`config.mk`:
```
export PLATFORM = sky130hd
export DESIGN_NAME = qte_isqrt
export DESIGN_NICKNAME = d
export VERILOG_FILES = /design/src/rtl/core/qte_pkg.sv /design/src/rtl/core/qte_isqrt.sv
export SDC_FILE = /design/constraint.sdc
export NUM_CORES = 2
export LEC_CHECK = 0
export ABC_AREA = 1
export ABC_CLOCK_PERIOD_IN_PS = 3500
export BUFFER_PORTS_ARGS = -buffer_cell sky130_fd_sc_hd__buf_2
export CAP_MARGIN = 20
export CELL_PAD_IN_SITES_DETAIL_PLACEMENT = 0
export CELL_PAD_IN_SITES_GLOBAL_PLACEMENT = 1
export CORE_UTILIZATION = 40
export DETAILED_ROUTE_END_ITERATION = 8
export HOLD_SLACK_MARGIN = 0.15
export PLACE_DENSITY = 0.7
export SYNTH_ARGS = -nofsm -noshare
export SYNTH_HDL_FRONTEND = slang
export SYNTH_SLANG_ARGS = --single-unit
```
`constraint.sdc`:
```
create_clock -name clk -period 3.5 [get_ports clk]
set_input_delay 0.35 -clock clk [delete_from_list [all_inputs] [get_ports clk]]
set_output_delay 0.35 -clock clk [all_outputs]
set_load 0.03 [all_outputs]
```
`src/rtl/core/qte_pkg.sv`:
```
// Shared constants, widths and the CORDIC angle table of the quaternion to Euler unit.
package qte_pkg;

  // Field widths
  localparam int COMP_W   = 16;  // quaternion component, signed Q14
  localparam int STAT_W   = 8;
  localparam int ACC_W    = 2;
  localparam int NORM_W   = 16;  // configured norm bounds
  localparam int ANGLE_W  = 16;  // roll and yaw, signed Q7
  localparam int PITCH_W  = 15;  // pitch, signed Q7
  localparam int NQ       = 4;   // components per sample

  // Configuration register map
  localparam int CFG_IDX_W = 1;
  typedef enum logic [CFG_IDX_W-1:0] {
    REG_NORM_MIN = 1'b0,
    REG_NORM_MAX = 1'b1
  } reg_idx_t;

  localparam logic [NORM_W-1:0] NORM_MIN_RST = 16'd13107;
  localparam logic [NORM_W-1:0] NORM_MAX_RST = 16'd19661;

  // Square root pipeline: one root bit per stage
  localparam int SQRT_STEPS = 29;
  localparam int RAD_W      = 2 * SQRT_STEPS;
  localparam int ROOT_W     = SQRT_STEPS;
  localparam int NRM_W      = 17;  // norm of a sample, at most 65536

  // Normalizing divider: one quotient bit per stage
  localparam int DIV_STEPS = 15;
  localparam int QUO_W     = DIV_STEPS;
  localparam int DIV_W     = 32;
  localparam int DVS_W     = NRM_W + 1;
  localparam int NSH       = 15;  // component * 16384 * 2

  // Angle arguments, Q28
  localparam int ARG_W = 33;
  localparam int Q28   = 28;
  localparam logic signed [ARG_W-1:0] ONE_Q28 = ARG_W'(1) << Q28;

  // CORDIC core
  localparam int CORDIC_STEPS = 16;
  localparam int CORDIC_LAT   = CORDIC_STEPS + 2;
  localparam int TABLE_LEN    = 24;
  localparam int CW           = ARG_W + 1;
  localparam int ANG_W        = 26;  // Q16 degrees accumulator
  localparam int RND_SH       = 9;   // Q16 to Q7
  localparam int RM_W         = ANG_W - RND_SH;
  localparam int ANG_HALF     = 180 * 65536;
  localparam int ANG_LIM      = 23040;
  localparam int PITCH_LIM    = 11520;

  // atan(2^-i) in degrees, Q16
  localparam int ATAN_TAB [TABLE_LEN] = '{
    2949120, 1740967, 919879, 466945, 234379, 117304, 58666, 29335,
    14668, 7334, 3667, 1833, 917, 458, 229, 115,
    57, 29, 14, 7, 4, 2, 1, 0
  };

  // Pipeline depth from input register to output register
  localparam int PIPE_LEN = 2 + SQRT_STEPS + 1 + DIV_STEPS + 1 + 4 + SQRT_STEPS
                            + CORDIC_LAT + 1;

endpackage

```
`src/rtl/core/qte_isqrt.sv`:
```
// Pipelined floor square root, one root bit resolved per register stage.
module qte_isqrt
  import qte_pkg::*;
(
  input  logic              clk,
  input  logic              en,
  input  logic [RAD_W-1:0]  rad,
  output logic [ROOT_W-1:0] root
);

  logic [RAD_W-1:0] rem_r   [SQRT_STEPS];
  logic [RAD_W-1:0] rt_r    [SQRT_STEPS];
  logic [RAD_W-1:0] rem_in  [SQRT_STEPS];
  logic [RAD_W-1:0] rt_in   [SQRT_STEPS];
  logic [RAD_W-1:0] trial   [SQRT_STEPS];
  logic [RAD_W-1:0] bitv    [SQRT_STEPS];
  logic [RAD_W-1:0] rem_nxt [SQRT_STEPS];
  logic [RAD_W-1:0] rt_nxt  [SQRT_STEPS];

  // Chain each stage to the one before it
  assign rem_in[0] = rad;
  assign rt_in[0]  = '0;
  for (genvar j = 1; j < SQRT_STEPS; j++) begin : g_link
    assign rem_in[j] = rem_r[j-1];
    assign rt_in[j]  = rt_r[j-1];
  end

  // Try one root bit per stage
  always_comb begin
    for (int j = 0; j < SQRT_STEPS; j++) begin
      bitv[j]  = RAD_W'(1) << (2 * (SQRT_STEPS - 1 - j));
      trial[j] = rt_in[j] + bitv[j];
      if (rem_in[j] >= trial[j]) begin
        rem_nxt[j] = rem_in[j] - trial[j];
        rt_nxt[j]  = (rt_in[j] >> 1) + bitv[j];
      end else begin
        rem_nxt[j] = rem_in[j];
        rt_nxt[j]  = rt_in[j] >> 1;
      end
    end
  end

  // Advance all stages together
  always_ff @(posedge clk) begin
    if (en) begin
      for (int j = 0; j < SQRT_STEPS; j++) begin
        rem_r[j] <= rem_nxt[j];
        rt_r[j]  <= rt_nxt[j];
      end
    end
  end

  assign root = rt_r[SQRT_STEPS-1][ROOT_W-1:0];

endmodule

```
# [Word-level counts from Yosys, hierarchy flattened]
# Memory sizes are Yosys's and may differ from the RTL's.
# Cells that the tools add are included.
[word_totals] regBits=0 ram_bits=3364 in_bits=60 output_inout_bits=29 word_cells=176 memories=2
[memory_table] memory="rem_r" depth=29 width=58 rd=28 rd_clocked_by_memory_dff=0 write_ports=29 line_no="qte_isqrt.sv:11" source="logic [RAD_W-1:0] rem_r [SQRT_STEPS];"
[memory_table] memory="rt_r" depth=29 width=58 rd=29 rd_clocked_by_memory_dff=0 write_ports=29 line_no="qte_isqrt.sv:12" source="logic [RAD_W-1:0] rt_r [SQRT_STEPS];"
[classes] addsub=85 n_lt_le_gt_ge=29 mux=60
[ops] cell="58-bit two-way mux" count=57
[ops] cell="58-bit >= comparator" count=28
[ops] cell="58-bit subtractor" count=28
[ops] cell="57-bit by 1-bit adder with 58-bit output (second input constant)" count=1
[ops] cell="57-bit by 11-bit adder with 58-bit output (second input constant)" count=1
[ops] cell="57-bit by 13-bit adder with 58-bit output (second input constant)" count=1
[ops] cell="57-bit by 15-bit adder with 58-bit output (second input constant)" count=1
[ops] cell="57-bit by 17-bit adder with 58-bit output (second input constant)" count=1
[ops] cell="57-bit by 19-bit adder with 58-bit output (second input constant)" count=1
[ops] cell="57-bit by 21-bit adder with 58-bit output (second input constant)" count=1
[ops] cell="57-bit by 23-bit adder with 58-bit output (second input constant)" count=1
[ops] cell="57-bit by 25-bit adder with 58-bit output (second input constant)" count=1
[ops] cell="57-bit by 27-bit adder with 58-bit output (second input constant)" count=1
[ops] cell="57-bit by 29-bit adder with 58-bit output (second input constant)" count=1
[ops] cell="57-bit by 3-bit adder with 58-bit output (second input constant)" count=1
[ops] cell="57-bit by 31-bit adder with 58-bit output (second input constant)" count=1
[ops] cell="57-bit by 33-bit adder with 58-bit output (second input constant)" count=1
[ops] cell="57-bit by 35-bit adder with 58-bit output (second input constant)" count=1
[ops] cell="57-bit by 37-bit adder with 58-bit output (second input constant)" count=1
[ops] cell="57-bit by 39-bit adder with 58-bit output (second input constant)" count=1
[ops] cell="57-bit by 41-bit adder with 58-bit output (second input constant)" count=1
[ops] cell="57-bit by 43-bit adder with 58-bit output (second input constant)" count=1
[ops] cell="57-bit by 45-bit adder with 58-bit output (second input constant)" count=1
[ops] cell="57-bit by 47-bit adder with 58-bit output (second input constant)" count=1
[ops] cell="39 further kinds" count=40

# [Depth between registers and ports, before layout]
# An unclocked memory read counts as a cell.
[logic_depth] word_depth=4 ltp_mapped=17 depth_no_buf=16

# [Worst setup path after synthesis]
# OpenSTA, ideal clock, no wires.
[synth_path] kind="register -> register" startpoint="memory rem_r[1][609] in the netlist's numbering" endpoint="memory rem_r[1][685] in the netlist's numbering, data pin" setup_ns=0.255 t_arrival_ns=1.923 required_time_ns=3.245 setup_slack_ns=1.322 path_stages_with_launch=14 path_buffers=2 synth_period_minus_slack_ns=2.178 cell_sequence="edfxtp_1 > ha_1 > nand2_1 > inv_1 > nand2_1 > nand2_1 > a21oi_1 > nand3_1 > nor2_2 > nand2_4 > inv_4 > buf_6 > buf_6 > a21oi_2"
[synth_lines] element="from (decl)" line_no="qte_isqrt.sv:11"

==> run summary <==
The setup slack on the worst flop-to-flop path came out at -40 ps. The number of nets produced by synthesis came out at 15.00k. Summed over all cells, the static leakage comes to 60.33 nW.

After synthesis, the largest family of logic cells by area is simple AND/OR/NAND/NOR gates. The number of warning messages in the yosys log is 0. The average cell area after synthesis is 8.231 um^2.

The setup clock skew after layout is 98.40 ps. The total of hold buffers inserted after clock tree synthesis is 116. The number of setup violations in the final report is 1.

The HPWL reported at the end of detailed placement came out at 320.9 mm. At the end of the flow, the number of nets in the layout was 15.51k. The number of inserted filler cells in the final layout came out at 29.68k. Setup repair after global routing left no endpoint under its margin. By startpoint and endpoint, the worst setup path is classified as flip-flop to flip-flop.

STA classifies the critical path endpoint as a flip-flop. The detail-routed via count per cell came out at 4.956. The shortest period the worst path allows came out at 3545 ps. For this run, the leading register cell type out of synthesis is edfxtp_1. The buffer levels on the longest clock path came out at 4. The final hold violation count is 0.

Across all hold checks on the routed design, the worst slack comes to 384.5 ps. Synthesis handed over a netlist of 14.48k instances. The register area share after synthesis came out at 0.5188.

The flow ran to the end, but the final reports show violations. The mapped netlist covers 119200 um^2. Across the run, the number of max-cap violations was 0. The die is 547.9 um wide. The maximum number of pins on one net before global-route repair is 139.

Across all setup checks in the final design, the least slack found is -44.59 ps. The worst register-to-register path ends at rem_r[1][257]$_DFFE_PP_. The core region is 296500 um^2. The per-cell routed wire length came out at 20.55 um. The arithmetic-cell share of the synthesized area counting full adders, half adders and majority gates is 0.04829. The remaining design rule violation count came out at 0. The total CTS buffers came out at 227. Of the available clock period, the critical path in the final layout requires 1.013.

The slowest stage of the critical path is the o21ai_0 cell. The via count of the first global-routing pass came out at 91.90k. The worst slew slack as a fraction of its limit is 0.3683. The number of H-tree branching levels is 4. STA classifies the critical path startpoint as a flip-flop.

The first-pass iteration count of the detailed router came out at 6. The most critical setup path has its endpoint at rem_r[1][257]$_DFFE_PP_. The count of flip-flops with a built-in enable after synthesis came out at 2059. The most critical setup path has its startpoint at rt_r[1][196]$_DFFE_PP_. The effective utilization at floorplan came out at 0.4019.

Data on the critical path is required at its endpoint by 4040 ps. The fraction of final layout cells sized beyond drive strength 1 is 0.05117. The floorplan has 200 rows. The number of antenna violations at the first check in global routing is 3. The y dimension of the die came out at 547.9 um. The synthesis-to-layout area growth came out at 12.61%. For this run, the slowest stage of the critical path takes 740 ps. The final wirelength is 393.0 mm. The compound-gate portion of the synthesized area came out at 0.04056. Post-CTS timing repair inserted 0 buffers for setup. The pin slew with the least headroom to its limit is 937.7 ps. Counting cells, the worst reg-to-reg path comes to 11. The clock root buffer master is clkbuf_16. The checks that failed: setup timing.

The total clock sinks is 2059. The count of pins over their slew limit is 0. The fraction of synthesis flops using an asynchronous set or reset pin came out at 0. The worst register-to-register path begins at rt_r[1][196]$_DFFE_PP_. The distinct cell type count after synthesis is 53. The count of nets left with antenna violations after detail routing came out at 0.

The total power per unit cell area came out at 596.1 nW/um^2. Walking the worst path, the cells encountered are inv_1 > ha_1 > nand2_1 > nor2_1 > nand3_1 > nand3_1 > nand3_1 > nand3_1 > nor2_4 > buf_4 > o21ai_0. For this block, the via count after detailed routing is 94.80k. The placed instance count came out at 18.59k. Counting flops and latches in the post-synthesis netlist gives 2059. The arrival time of data at the critical path endpoint came out at 4090 ps. The global router's overall resource usage is 0.2571. The later pin in the worst-skew pair is clocked with a latency of 990 ps.

Static timing analysis puts the maximum clock frequency at 0.2821 GHz. The worst supply voltage drop on vdd is 0.4716 mV. In this run the worst path has a maximum fanout of 14. The first global-routing pass estimated 576.7 mm of wire. The final cell count without fillers is 19.13k.

The simple-gate portion of the synthesized area came out at 0.2798. In this run the tool buffered the top-level ports with 88 buffer cells. Among the stages of the critical path, the cell type that occurs most often is nand3_1. The path class of the tightest hold or removal check is input pin to flip-flop. The total overflow left after global routing is 0. The share of cell area taken by muxes after synthesis is 0.

At the end of routability-driven placement, the weighted congestion stood at 0.9767. After the first detailed-routing iteration, the DRC count stood at 7282. The clock-pin slew of the registers on the worst-case setup and hold paths came out at 60 ps. The post-CTS resize count came out at 0. The share of the synthesized netlist area taken by xor and xnor gates is 0.02873. The I/O pin total is 89.

The die covers 300100 um^2. The clock tree from TritonCTS is yes.
cell usage after synthesis, types with 19 or more instances:
cell	n	area, um^2
nor2_2	37	231.5
nand4_1	280	1752
nand3b_1	98	735.7
nor4_1	99	619.3
buf_2	60	300.3
buf_4	22	165.2
a21oi_2	34	297.8
edfxtp_1	2059	61830
nor2_1	1585	5949
a21o_1	21	157.7
o21ai_1	43	215.2
xnor2_1	158	1384
inv_1	2457	9223
nand3_1	793	3969
xor2_1	233	2041
nor3_1	141	705.7
inv_2	19	71.32
a21oi_1	480	2402
nand2_1	4948	18570
ha_1	460	5756
o21ai_0	254	1271
and2_1	27	168.9
final cells by class:
type,count,area [um^2],area share
timing repair buffer,393,3323,0.02476
multi-input combinational,9833,47370,0.3530
tap,3939,4928,0.03672
clock inverter,150,1556,0.01160
sequential,2059,61830,0.4607
inverter,2478,9304,0.06933
antenna,3,7.507,0.00005594
clock buffer,271,5888,0.04387
per-stage QoR:
stage	util	power (mW)	instance area, um^2	setup slack, ps	TNS (ps)
3_3_place_gp	0.4235	56.16	125600	69.01	0
3_5_place_dp	0.4235	56.04	125600	114.7	0
2_1_floorplan	-	47.29	119200	1322	0
6_report	0.4526	80.00	134200	-44.59	-44.59
5_1_grt	0.4526	84.10	134200	8.654	0
4_1_cts	0.4526	80.40	134200	94.47	0
worst min path at each step:
stage / startpoint / to / cells after the start
2_1_floorplan: rem_r[0][893]$_DFFE_PP_ / rem_r[1][23]$_DFFE_PP_ / 0
3_3_place_gp: rem_r[0][330]$_DFFE_PP_ / rem_r[0][388]$_DFFE_PP_ / 0
3_5_place_dp: rem_r[0][330]$_DFFE_PP_ / rem_r[0][388]$_DFFE_PP_ / 0
4_1_cts: rad[56] / rt_r[0][56]$_DFFE_PP_ / 3
5_1_grt: rad[57] / rt_r[0][56]$_DFFE_PP_ / 3
6_report: rad[56] / rt_r[0][56]$_DFFE_PP_ / 3
layout by cell type, fill, tap and decap left out, types with 233 or more instances in the layout:
cell type,instances
inv_1,2457
nor2_1,1585
xor2_1,233
nand3_1,793
nand4_1,280
edfxtp_1,2059
nand2_1,4948
ha_1,460
o21ai_0,254
a21oi_1,480
logic make-up (layout without fill, tap and decap cells):
family | count (synthesis) | count (layout)
and+or+nand+nor | 8090 | 8090
buffers and inverters | 2587 | 3292
DFF | 2059 | 2059
AOI/OAI and AO/OA | 892 | 892
adders and majority gates | 460 | 460
xor gates and xnor gates | 391 | 391
other | 0 | 3
sequential cells by signal (all words and copies together) (netlist names):
signal	count
rt_r	435
rem_r	1624
power by group:
group	internal [mW]	switching (mW)	total (mW)
sequential	31.2	3.19	34.4
clock	13.7	10.4	24.1
combinational	6.80	14.7	21.5
layer usage:
metal  vias up  GRT usage  wire (um)
met5         -          0         13
li1      47670          -          -
met3       614    0.02180      15130
met1     44280     0.3098     161400
met4         2     0.1035      17300
met2      2232     0.4708     199200
worst max-delay path: cells and delay by family, from the launching register on:
| kind | cells | cell delay [ps] |
|---|---|---|
| and+or+nand+nor | 7 | 1250 |
| buffers and inverters | 2 | 300 |
| DFF | 1 | 520 |
| AOI/OAI and AO/OA | 1 | 740 |
| adders and majority gates | 1 | 360 |
(Power assumes the default switching activity.)
