==> src/rtl/core/qte_pkg.sv <==
// Shared constants, widths and the CORDIC angle table of the quaternion to Euler unit.
package qte_pkg;

  // Field widths
  localparam int COMP_W   = 16;  // quaternion component, signed Q14
  localparam int STAT_W   = 8;
  localparam int ACC_W    = 2;
  localparam int NORM_W   = 16;  // configured norm bounds
  localparam int ANGLE_W  = 16;  // roll and yaw, signed Q7
  localparam int PITCH_W  = 15;  // pitch, signed Q7
  localparam int NQ       = 4;   // components per sample

  // Configuration register map
  localparam int CFG_IDX_W = 1;
  typedef enum logic [CFG_IDX_W-1:0] {
    REG_NORM_MIN = 1'b0,
    REG_NORM_MAX = 1'b1
  } reg_idx_t;

  localparam logic [NORM_W-1:0] NORM_MIN_RST = 16'd13107;
  localparam logic [NORM_W-1:0] NORM_MAX_RST = 16'd19661;

  // Square root pipeline: one root bit per stage
  localparam int SQRT_STEPS = 29;
  localparam int RAD_W      = 2 * SQRT_STEPS;
  localparam int ROOT_W     = SQRT_STEPS;
  localparam int NRM_W      = 17;  // norm of a sample, at most 65536

  // Normalizing divider: one quotient bit per stage
  localparam int DIV_STEPS = 15;
  localparam int QUO_W     = DIV_STEPS;
  localparam int DIV_W     = 32;
  localparam int DVS_W     = NRM_W + 1;
  localparam int NSH       = 15;  // component * 16384 * 2

  // Angle arguments, Q28
  localparam int ARG_W = 33;
  localparam int Q28   = 28;
  localparam logic signed [ARG_W-1:0] ONE_Q28 = ARG_W'(1) << Q28;

  // CORDIC core
  localparam int CORDIC_STEPS = 16;
  localparam int CORDIC_LAT   = CORDIC_STEPS + 2;
  localparam int TABLE_LEN    = 24;
  localparam int CW           = ARG_W + 1;
  localparam int ANG_W        = 26;  // Q16 degrees accumulator
  localparam int RND_SH       = 9;   // Q16 to Q7
  localparam int RM_W         = ANG_W - RND_SH;
  localparam int ANG_HALF     = 180 * 65536;
  localparam int ANG_LIM      = 23040;
  localparam int PITCH_LIM    = 11520;

  // atan(2^-i) in degrees, Q16
  localparam int ATAN_TAB [TABLE_LEN] = '{
    2949120, 1740967, 919879, 466945, 234379, 117304, 58666, 29335,
    14668, 7334, 3667, 1833, 917, 458, 229, 115,
    57, 29, 14, 7, 4, 2, 1, 0
  };

  // Pipeline depth from input register to output register
  localparam int PIPE_LEN = 2 + SQRT_STEPS + 1 + DIV_STEPS + 1 + 4 + SQRT_STEPS
                            + CORDIC_LAT + 1;

endpackage

==> src/rtl/core/qte_cordic.sv <==
// Pipelined vectoring CORDIC: atan2 of Q28 arguments to clamped Q7 degrees.
module qte_cordic
  import qte_pkg::*;
(
  input  logic                      clk,
  input  logic                      en,
  input  logic signed [ARG_W-1:0]   y_in,
  input  logic signed [ARG_W-1:0]   x_in,
  output logic signed [ANGLE_W-1:0] angle
);

  logic signed [CW-1:0]    x_r   [CORDIC_STEPS+1];
  logic signed [CW-1:0]    y_r   [CORDIC_STEPS+1];
  logic signed [ANG_W-1:0] ang_r [CORDIC_STEPS+1];
  logic                    zero_r [CORDIC_STEPS+1];

  logic signed [CW-1:0]    x_nxt   [CORDIC_STEPS];
  logic signed [CW-1:0]    y_nxt   [CORDIC_STEPS];
  logic signed [ANG_W-1:0] ang_nxt [CORDIC_STEPS];
  logic signed [CW-1:0]    xs      [CORDIC_STEPS];
  logic signed [CW-1:0]    ys      [CORDIC_STEPS];

  logic signed [CW-1:0]      xe, ye, x_pre, y_pre;
  logic signed [ANG_W-1:0]   ang_pre;
  logic                      zero_pre;
  logic signed [ANG_W-1:0]   ang_fin, mag;
  logic [ANG_W-1:0]          rnd;
  logic [RM_W-1:0]           rm, lim;
  logic signed [ANGLE_W-1:0] lim16, angle_nxt, angle_r;

  // Fold the left half plane onto the right
  always_comb begin
    xe       = {{(CW-ARG_W){x_in[ARG_W-1]}}, x_in};
    ye       = {{(CW-ARG_W){y_in[ARG_W-1]}}, y_in};
    zero_pre = (x_in == '0) && (y_in == '0);
    if (xe < 0) begin
      x_pre   = -xe;
      y_pre   = -ye;
      ang_pre = (ye >= 0) ? ANG_W'(ANG_HALF) : -ANG_W'(ANG_HALF);
    end else begin
      x_pre   = xe;
      y_pre   = ye;
      ang_pre = '0;
    end
  end

  // Rotate toward the x axis, one micro-rotation per stage
  always_comb begin
    for (int i = 0; i < CORDIC_STEPS; i++) begin
      xs[i] = x_r[i] >>> i;
      ys[i] = y_r[i] >>> i;
      if (y_r[i] >= 0) begin
        x_nxt[i]   = x_r[i] + ys[i];
        y_nxt[i]   = y_r[i] - xs[i];
        ang_nxt[i] = ang_r[i] + ANG_W'(ATAN_TAB[i]);
      end else begin
        x_nxt[i]   = x_r[i] - ys[i];
        y_nxt[i]   = y_r[i] + xs[i];
        ang_nxt[i] = ang_r[i] - ANG_W'(ATAN_TAB[i]);
      end
    end
  end

  // Round Q16 to Q7 half away from zero, then clamp
  always_comb begin
    ang_fin = ang_r[CORDIC_STEPS];
    mag     = (ang_fin < 0) ? -ang_fin : ang_fin;
    rnd     = (ANG_W'(mag) + ANG_W'(256)) >> RND_SH;
    rm      = rnd[RM_W-1:0];
    lim     = (rm > RM_W'(ANG_LIM)) ? RM_W'(ANG_LIM) : rm;
    lim16   = ANGLE_W'(lim);
    if (zero_r[CORDIC_STEPS]) begin
      angle_nxt = '0;
    end else if (ang_fin < 0) begin
      angle_nxt = -lim16;
    end else begin
      angle_nxt = lim16;
    end
  end

  always_ff @(posedge clk) begin
    if (en) begin
      x_r[0]    <= x_pre;
      y_r[0]    <= y_pre;
      ang_r[0]  <= ang_pre;
      zero_r[0] <= zero_pre;
      for (int i = 0; i < CORDIC_STEPS; i++) begin
        x_r[i+1]    <= x_nxt[i];
        y_r[i+1]    <= y_nxt[i];
        ang_r[i+1]  <= ang_nxt[i];
        zero_r[i+1] <= zero_r[i];
      end
      angle_r <= angle_nxt;
    end
  end

  assign angle = angle_r;

endmodule

==> config.mk <==
export PLATFORM = sky130hd
export DESIGN_NAME = qte_cordic
export DESIGN_NICKNAME = d
export VERILOG_FILES = /design/src/rtl/core/qte_pkg.sv /design/src/rtl/core/qte_cordic.sv
export SDC_FILE = /design/constraint.sdc
export NUM_CORES = 2
export LEC_CHECK = 0
export BUFFER_PORTS_ARGS = -buffer_cell sky130_fd_sc_hd__buf_2
export CORE_MARGIN = 4
export CORE_UTILIZATION = 50
export CTS_CLUSTER_SIZE = 20
export DETAILED_ROUTE_END_ITERATION = 16
export PLACE_DENSITY = 0.7
export SETUP_SLACK_MARGIN = 0.05
export SYNTH_ARGS = -nofsm -noshare
export SYNTH_HDL_FRONTEND = slang
export SYNTH_SLANG_ARGS = --single-unit
export TNS_END_PERCENT = 1
==> constraint.sdc <==
create_clock -name clk -period 9.21 [get_ports clk]
set_clock_uncertainty 0.05 [all_clocks]
set_input_delay 1.842 -clock clk [delete_from_list [all_inputs] [get_ports clk]]
set_output_delay 1.842 -clock clk [all_outputs]
set_load 0.02 [all_outputs]
* Word-level counts from Yosys, hierarchy flattened
Memory sizes are Yosys's and may differ from the RTL's.
Index checks and enable logic that the tools add are counted.
** Cells by class
- $lt $le $gt $ge :: 20
- Eq/ne operators :: 0
- Muxes and demuxes :: 57
- Div/mod/pow operators :: 0
- Multiply operators :: 0
- Bitwise operators :: 0
- Add/sub/neg operators :: 100
- Reductions and logical operators :: 3
- Shift operators :: 0
** Operator list (number)
- $mux 34 :: 34
- $ge 34x1->1 const B :: 16
- $mux 26 :: 19
- $add 34x19->34 :: 2
- $add 34x20->34 :: 2
- $add 34x21->34 :: 2
- $add 34x22->34 :: 2
- $add 34x23->34 :: 2
- $add 34x24->34 :: 2
- $add 34x25->34 :: 2
- $add 34x26->34 :: 2
- $add 34x27->34 :: 2
- $add 34x28->34 :: 2
- $add 34x29->34 :: 2
- $add 34x30->34 :: 2
- $add 34x31->34 :: 2
- $add 34x32->34 :: 2
- $add 34x33->34 :: 2
- $neg 33->34 :: 2
- $sub 34x19->34 :: 2
- $sub 34x20->34 :: 2
- $sub 34x21->34 :: 2
- $sub 34x22->34 :: 2
- $sub 34x23->34 :: 2
- 54 further kinds :: 69
** Storage, ports and cells
- Memories kept :: 4
- Output and inout bits :: 16
- Memory bits (read-only) :: 0
- RAM bits :: 1615
- Latch bits :: 0
- Logic and storage cells :: 185
- Bits of input ports :: 68
- Flip-flop bits (word level) :: 16
** Memories
- x_r :: words 17, width 34, read ports 16, clocked after memory_dff 0, write ports 17, line qte_cordic.sv:12 : logic signed [CW-1:0] x_r [CORDIC_STEPS+1];
- y_r :: words 17, width 34, read ports 16, clocked after memory_dff 0, write ports 17, line qte_cordic.sv:13 : logic signed [CW-1:0] y_r [CORDIC_STEPS+1];
- ang_r :: words 17, width 26, read ports 17, clocked after memory_dff 0, write ports 17, line qte_cordic.sv:14 : logic signed [ANG_W-1:0] ang_r [CORDIC_STEPS+1];
- zero_r :: words 17, width 1, read ports 17, clocked after memory_dff 0, write ports 17, line qte_cordic.sv:15 : logic zero_r [CORDIC_STEPS+1];

* Longest topological paths before layout
An unclocked memory read counts as a cell.
- Depth after elaboration :: 8
- Mapped depth :: 26
- Gate-level depth less buffers :: 22

* Worst setup path before layout
OpenSTA, ideal clock, no wires.
- Path kind :: flip-flop to flip-flop
- Start point :: memory y_r[0][315] (netlist name)
- End point :: memory x_r[0][373] (netlist name) (data pin)
- Cell stages (with the launch flop) :: 22
- Path buffers :: 0
- Setup slack :: 3794 ps
- Period minus slack after synthesis :: 5416 ps
- Data required time :: 8898 ps
- Setup time :: 262 ps
- Data arrival time :: 5103 ps
- Cell sequence :: edfxtp_1 -> nor3_1 -> nand2_1 -> or3_1 -> or4_1 -> or4_1 -> nand2_1 -> xnor2_1 -> ha_1 -> a21o_1 -> a21o_1 -> a21o_1 -> or3_1 -> a21oi_1 -> nor3_1 -> a311oi_1 -> nand2b_1 -> a31oi_1 -> and4_1 -> a2111oi_0 -> a21oi_1 -> xor2_1
** RTL lines (line)
- start, declared :: qte_cordic.sv:13
- end, declared :: qte_cordic.sv:12

==> results.md <==
- H-tree level count: 4
- Critical Path RT: 9720 ps
- Average wire per cell in the routed design: 19.3 µm
- Worst setup margin: 2980 ps
- Total gr overflow: 0
- Dpl hpwl: 239,000 µm
- First-pass GRT wire length: 483,000 µm
- Synth cell types: 88
- Top FF cell, synth: edfxtp_1
- Syn avg cell area: 9.63 µm²
- Slew HR: a little over a fifth
- Number of I/O port buffers: 83
- Root buffer cell: clkbuf_16
- Worst slack, placed: 3030 ps
- Die width: 493 µm
- DRC violations left: 0
- HP Class: flip-flop to flip-flop
- Post-Synth Adder-Cell Area: 15.2%
- CTS tree: yes
- Crit Path Category: flip-flop to flip-flop
- Final setup violating endpoints: 0
- Cell row count: 177
- Unrepaired setup endpoints after global routing: false
- Ports: 84
- Skew-Pair Late Insertion Delay: 820 ps
- DRT Pass-1 Iters: 6
- Deepest clock path buffer count: 3
- Post-route minimum period: between 6000 and 7000 ps
- GR Util All Layers: roughly 24%
- Largest family of logic cells by synthesized area: compound AO/OA/AOI/OAI gates
- Routability congestion estimate from global placement: 0.938
- Clock slew at reported path FFs: 60 ps
- HP Start: ang_r[0][132]
- DR iter-0 viols: 7,133
- Die ar.: around 0.24 mm²
- Max-Cap Viols: 0
- Final hold violations: 0
- Compound-gate portion of the synthesized area: 18.0%
- Clock sinks: 1,412
- R2r startpoint: y_r[0][315]
- Crit start category: flip-flop
- Initial core utilization: roughly half
- Reg2Reg Depth: 21
- Pin count of the biggest net entering global routing: 182
- Critical Path Fanout Max: 5
- Via density: between 5 and 6
- Fin. max-slew vios: 0
- XOR/XNOR Fraction of Synth Area: 13.4%
- R2R setup slack: 2980 ps
- Layout area overhead: 8.36%
- Tcrit/Tclk final: between 60% and 70%
- Worst setup EP type: flip-flop
- Vias in the first global route: 90,814
- Hold Crit Depth: 0
- Post-synthesis mux area share: 0.190%
- Layout cells sized above 1: 4.26%
- Hold path endpoint: ang_r[0][158]
- PostCTS Resize Cnt: 0
- Hold buffer count at cts: 0
- Post-synth ARST share: 0%
- # fillers: 20,605
- Crit path DAT: 6730 ps
- Worst-Margin Slew: 1190 ps
- Final WL: 303,000 µm
- Post-CTS setup repair buffer count: 0
- Worst Setup SP: y_r[0][315]
- Core Area: 0.233 mm²
- Max Freq: 0.161 GHz
- Chip height: 493 µm
- Yosys reg bits: 1,412
- Syn Inst Count: 12,214
- R2r endpoint: x_r[0][373]
- Total Nets Final: approximately 14,000
- Synth Warn #: 0
- Status: completed
- Setup_tns: 0 ps
- Sequential area share after synthesis: 36.0%
- CTS buffer count: 164
- Antenna violations before repair: 9
- Routed vias: 93,366
- Post-synth EDFFs: roughly 1,400
- Final ANT Viol Nets: 0
- Cell area after synthesis: 0.118 mm²
- Post-Synth Simple-Gate Area: roughly 15%
-- cell families (layout without fill, tap and decap cells) --
group,Yosys count,after routing
simple gates,3557,3557
compound gates,3274,3274
xor+xnor,1805,1805
flops,1412,1412
fa+ha+maj,1404,1404
buf+inv,739,985
mux,22,22
other cells,1,82
-- final cells by class --
cell class	instances	area, µm²	share of cell area (%)
Multi-Input combinational cell	10141	72800	57.1
Sequential cell	1412	42400	33.3
Clock buffer	195	4350	3.41
Tap cell	3132	3920	3.07
Inverter	554	2080	1.63
Clock inverter	110	1140	0.892
Timing Repair Buffer	126	841	0.660
Antenna cell	3	7.51	0.00589
-- routing by layer --
metal	track usage (%)	share of wire (%)	vias up
li1	-	-	45561
met1	31.6	43	44811
met2	41.8	48	2410
met3	2.77	4.9	578
met4	8.14	3.4	6
met5	0	0.013	-
-- worst max path at each step --
stage / end / slack [ps] / cells after the start
floorplan: x_r[0][373] / 3790 / 21
CTS: x_r[0][135] / 3000 / 21
global route: x_r[0][135] / 2380 / 20
global placement: x_r[0][135] / 2910 / 21
finish: x_r[0][373] / 2980 / 21
detailed placement: x_r[0][135] / 3030 / 21
-- metrics by stage --
stage	area (µm²)	hold slack [ps]	utilization [%]	instances
floorplan	118000	350	-	12292
global placement	122000	353	52.3	15365
detailed placement	122000	357	52.3	15365
CTS	127000	335	54.6	15670
global route	127000	339	54.6	15672
finish	127000	334	54.6	15673
-- synth_stat cells, types with 33 or more instances --
| cell | count | share of area, % |
|---|---|---|
| a21o_1 | 292 | 1.9 |
| and2_1 | 70 | 0.37 |
| inv_1 | 548 | 1.7 |
| xnor2_1 | 1230 | 9.2 |
| o31ai_1 | 236 | 1.5 |
| nor2_1 | 1025 | 3.3 |
| o21ai_0 | 681 | 2.9 |
| a211oi_1 | 92 | 0.59 |
| o41ai_1 | 113 | 0.84 |
| clkbuf_1 | 154 | 0.49 |
| ha_1 | 1364 | 15 |
| and3_1 | 106 | 0.56 |
| nor2b_1 | 167 | 0.89 |
| xor2_1 | 575 | 4.3 |
| nor4_1 | 80 | 0.43 |
| o21bai_1 | 154 | 0.98 |
| nand4_1 | 53 | 0.28 |
| o21a_1 | 216 | 1.4 |
| a211o_1 | 33 | 0.25 |
| nand2b_1 | 218 | 1.2 |
| nand3_1 | 255 | 1.1 |
| or2_2 | 103 | 0.55 |
| or4_1 | 101 | 0.64 |
| edfxtp_1 | 1412 | 36 |
| a31oi_1 | 91 | 0.48 |
| o211ai_1 | 58 | 0.37 |
| nand2_1 | 734 | 2.3 |
| or3_1 | 216 | 1.1 |
| nor3_1 | 346 | 1.5 |
| a21oi_1 | 905 | 3.8 |
| fa_1 | 40 | 0.68 |
| a21boi_0 | 87 | 0.56 |
-- cell usage in the layout, fill, tap and decap left out, types with 36 or more instances in the layout --
cell	n
a21o_1	292
buf_4	36
nor4_1	80
and2_1	70
or2_2	103
nand4_1	53
xor2_1	575
inv_1	548
nor2_1	1025
o21ai_0	681
or4_1	101
nand3_1	255
a211oi_1	92
a21boi_0	87
or3_1	216
o41ai_1	113
o21a_1	216
o211ai_1	58
ha_1	1364
conb_1	79
nand2_1	734
o21bai_1	154
fa_1	40
clkbuf_16	170
nor3_1	346
xnor2_1	1230
a31oi_1	91
nand2b_1	218
buf_2	82
edfxtp_1	1412
a21oi_1	905
nor2b_1	167
o31ai_1	236
and3_1	106
-- state kept, by name, summed over array words and instances (netlist names) --
register and flops:
ang_r 373, zero_r 17, angle 16, y_r 511
x_r 495
-- worst max-delay path, stage by stage, from the launching register on --
cell	delay [ps]
edfxtp_1	460
nor3_1	210
nand2_1	100
or3_1	350
or4_1	430
or4_1	500
nand2_1	120
xnor2_1	140
ha_1	310
a21o_1	180
a21o_1	170
a21o_1	200
or3_1	310
a21oi_1	140
nor3_1	90
a311oi_1	550
nand2b_1	220
a31oi_1	110
and4_1	220
a2111oi_0	730
a21oi_1	180
xor2_1	190
Power is not shown: default switching activity piles up to over one toggle a cycle in this logic, so the estimate is an artifact.
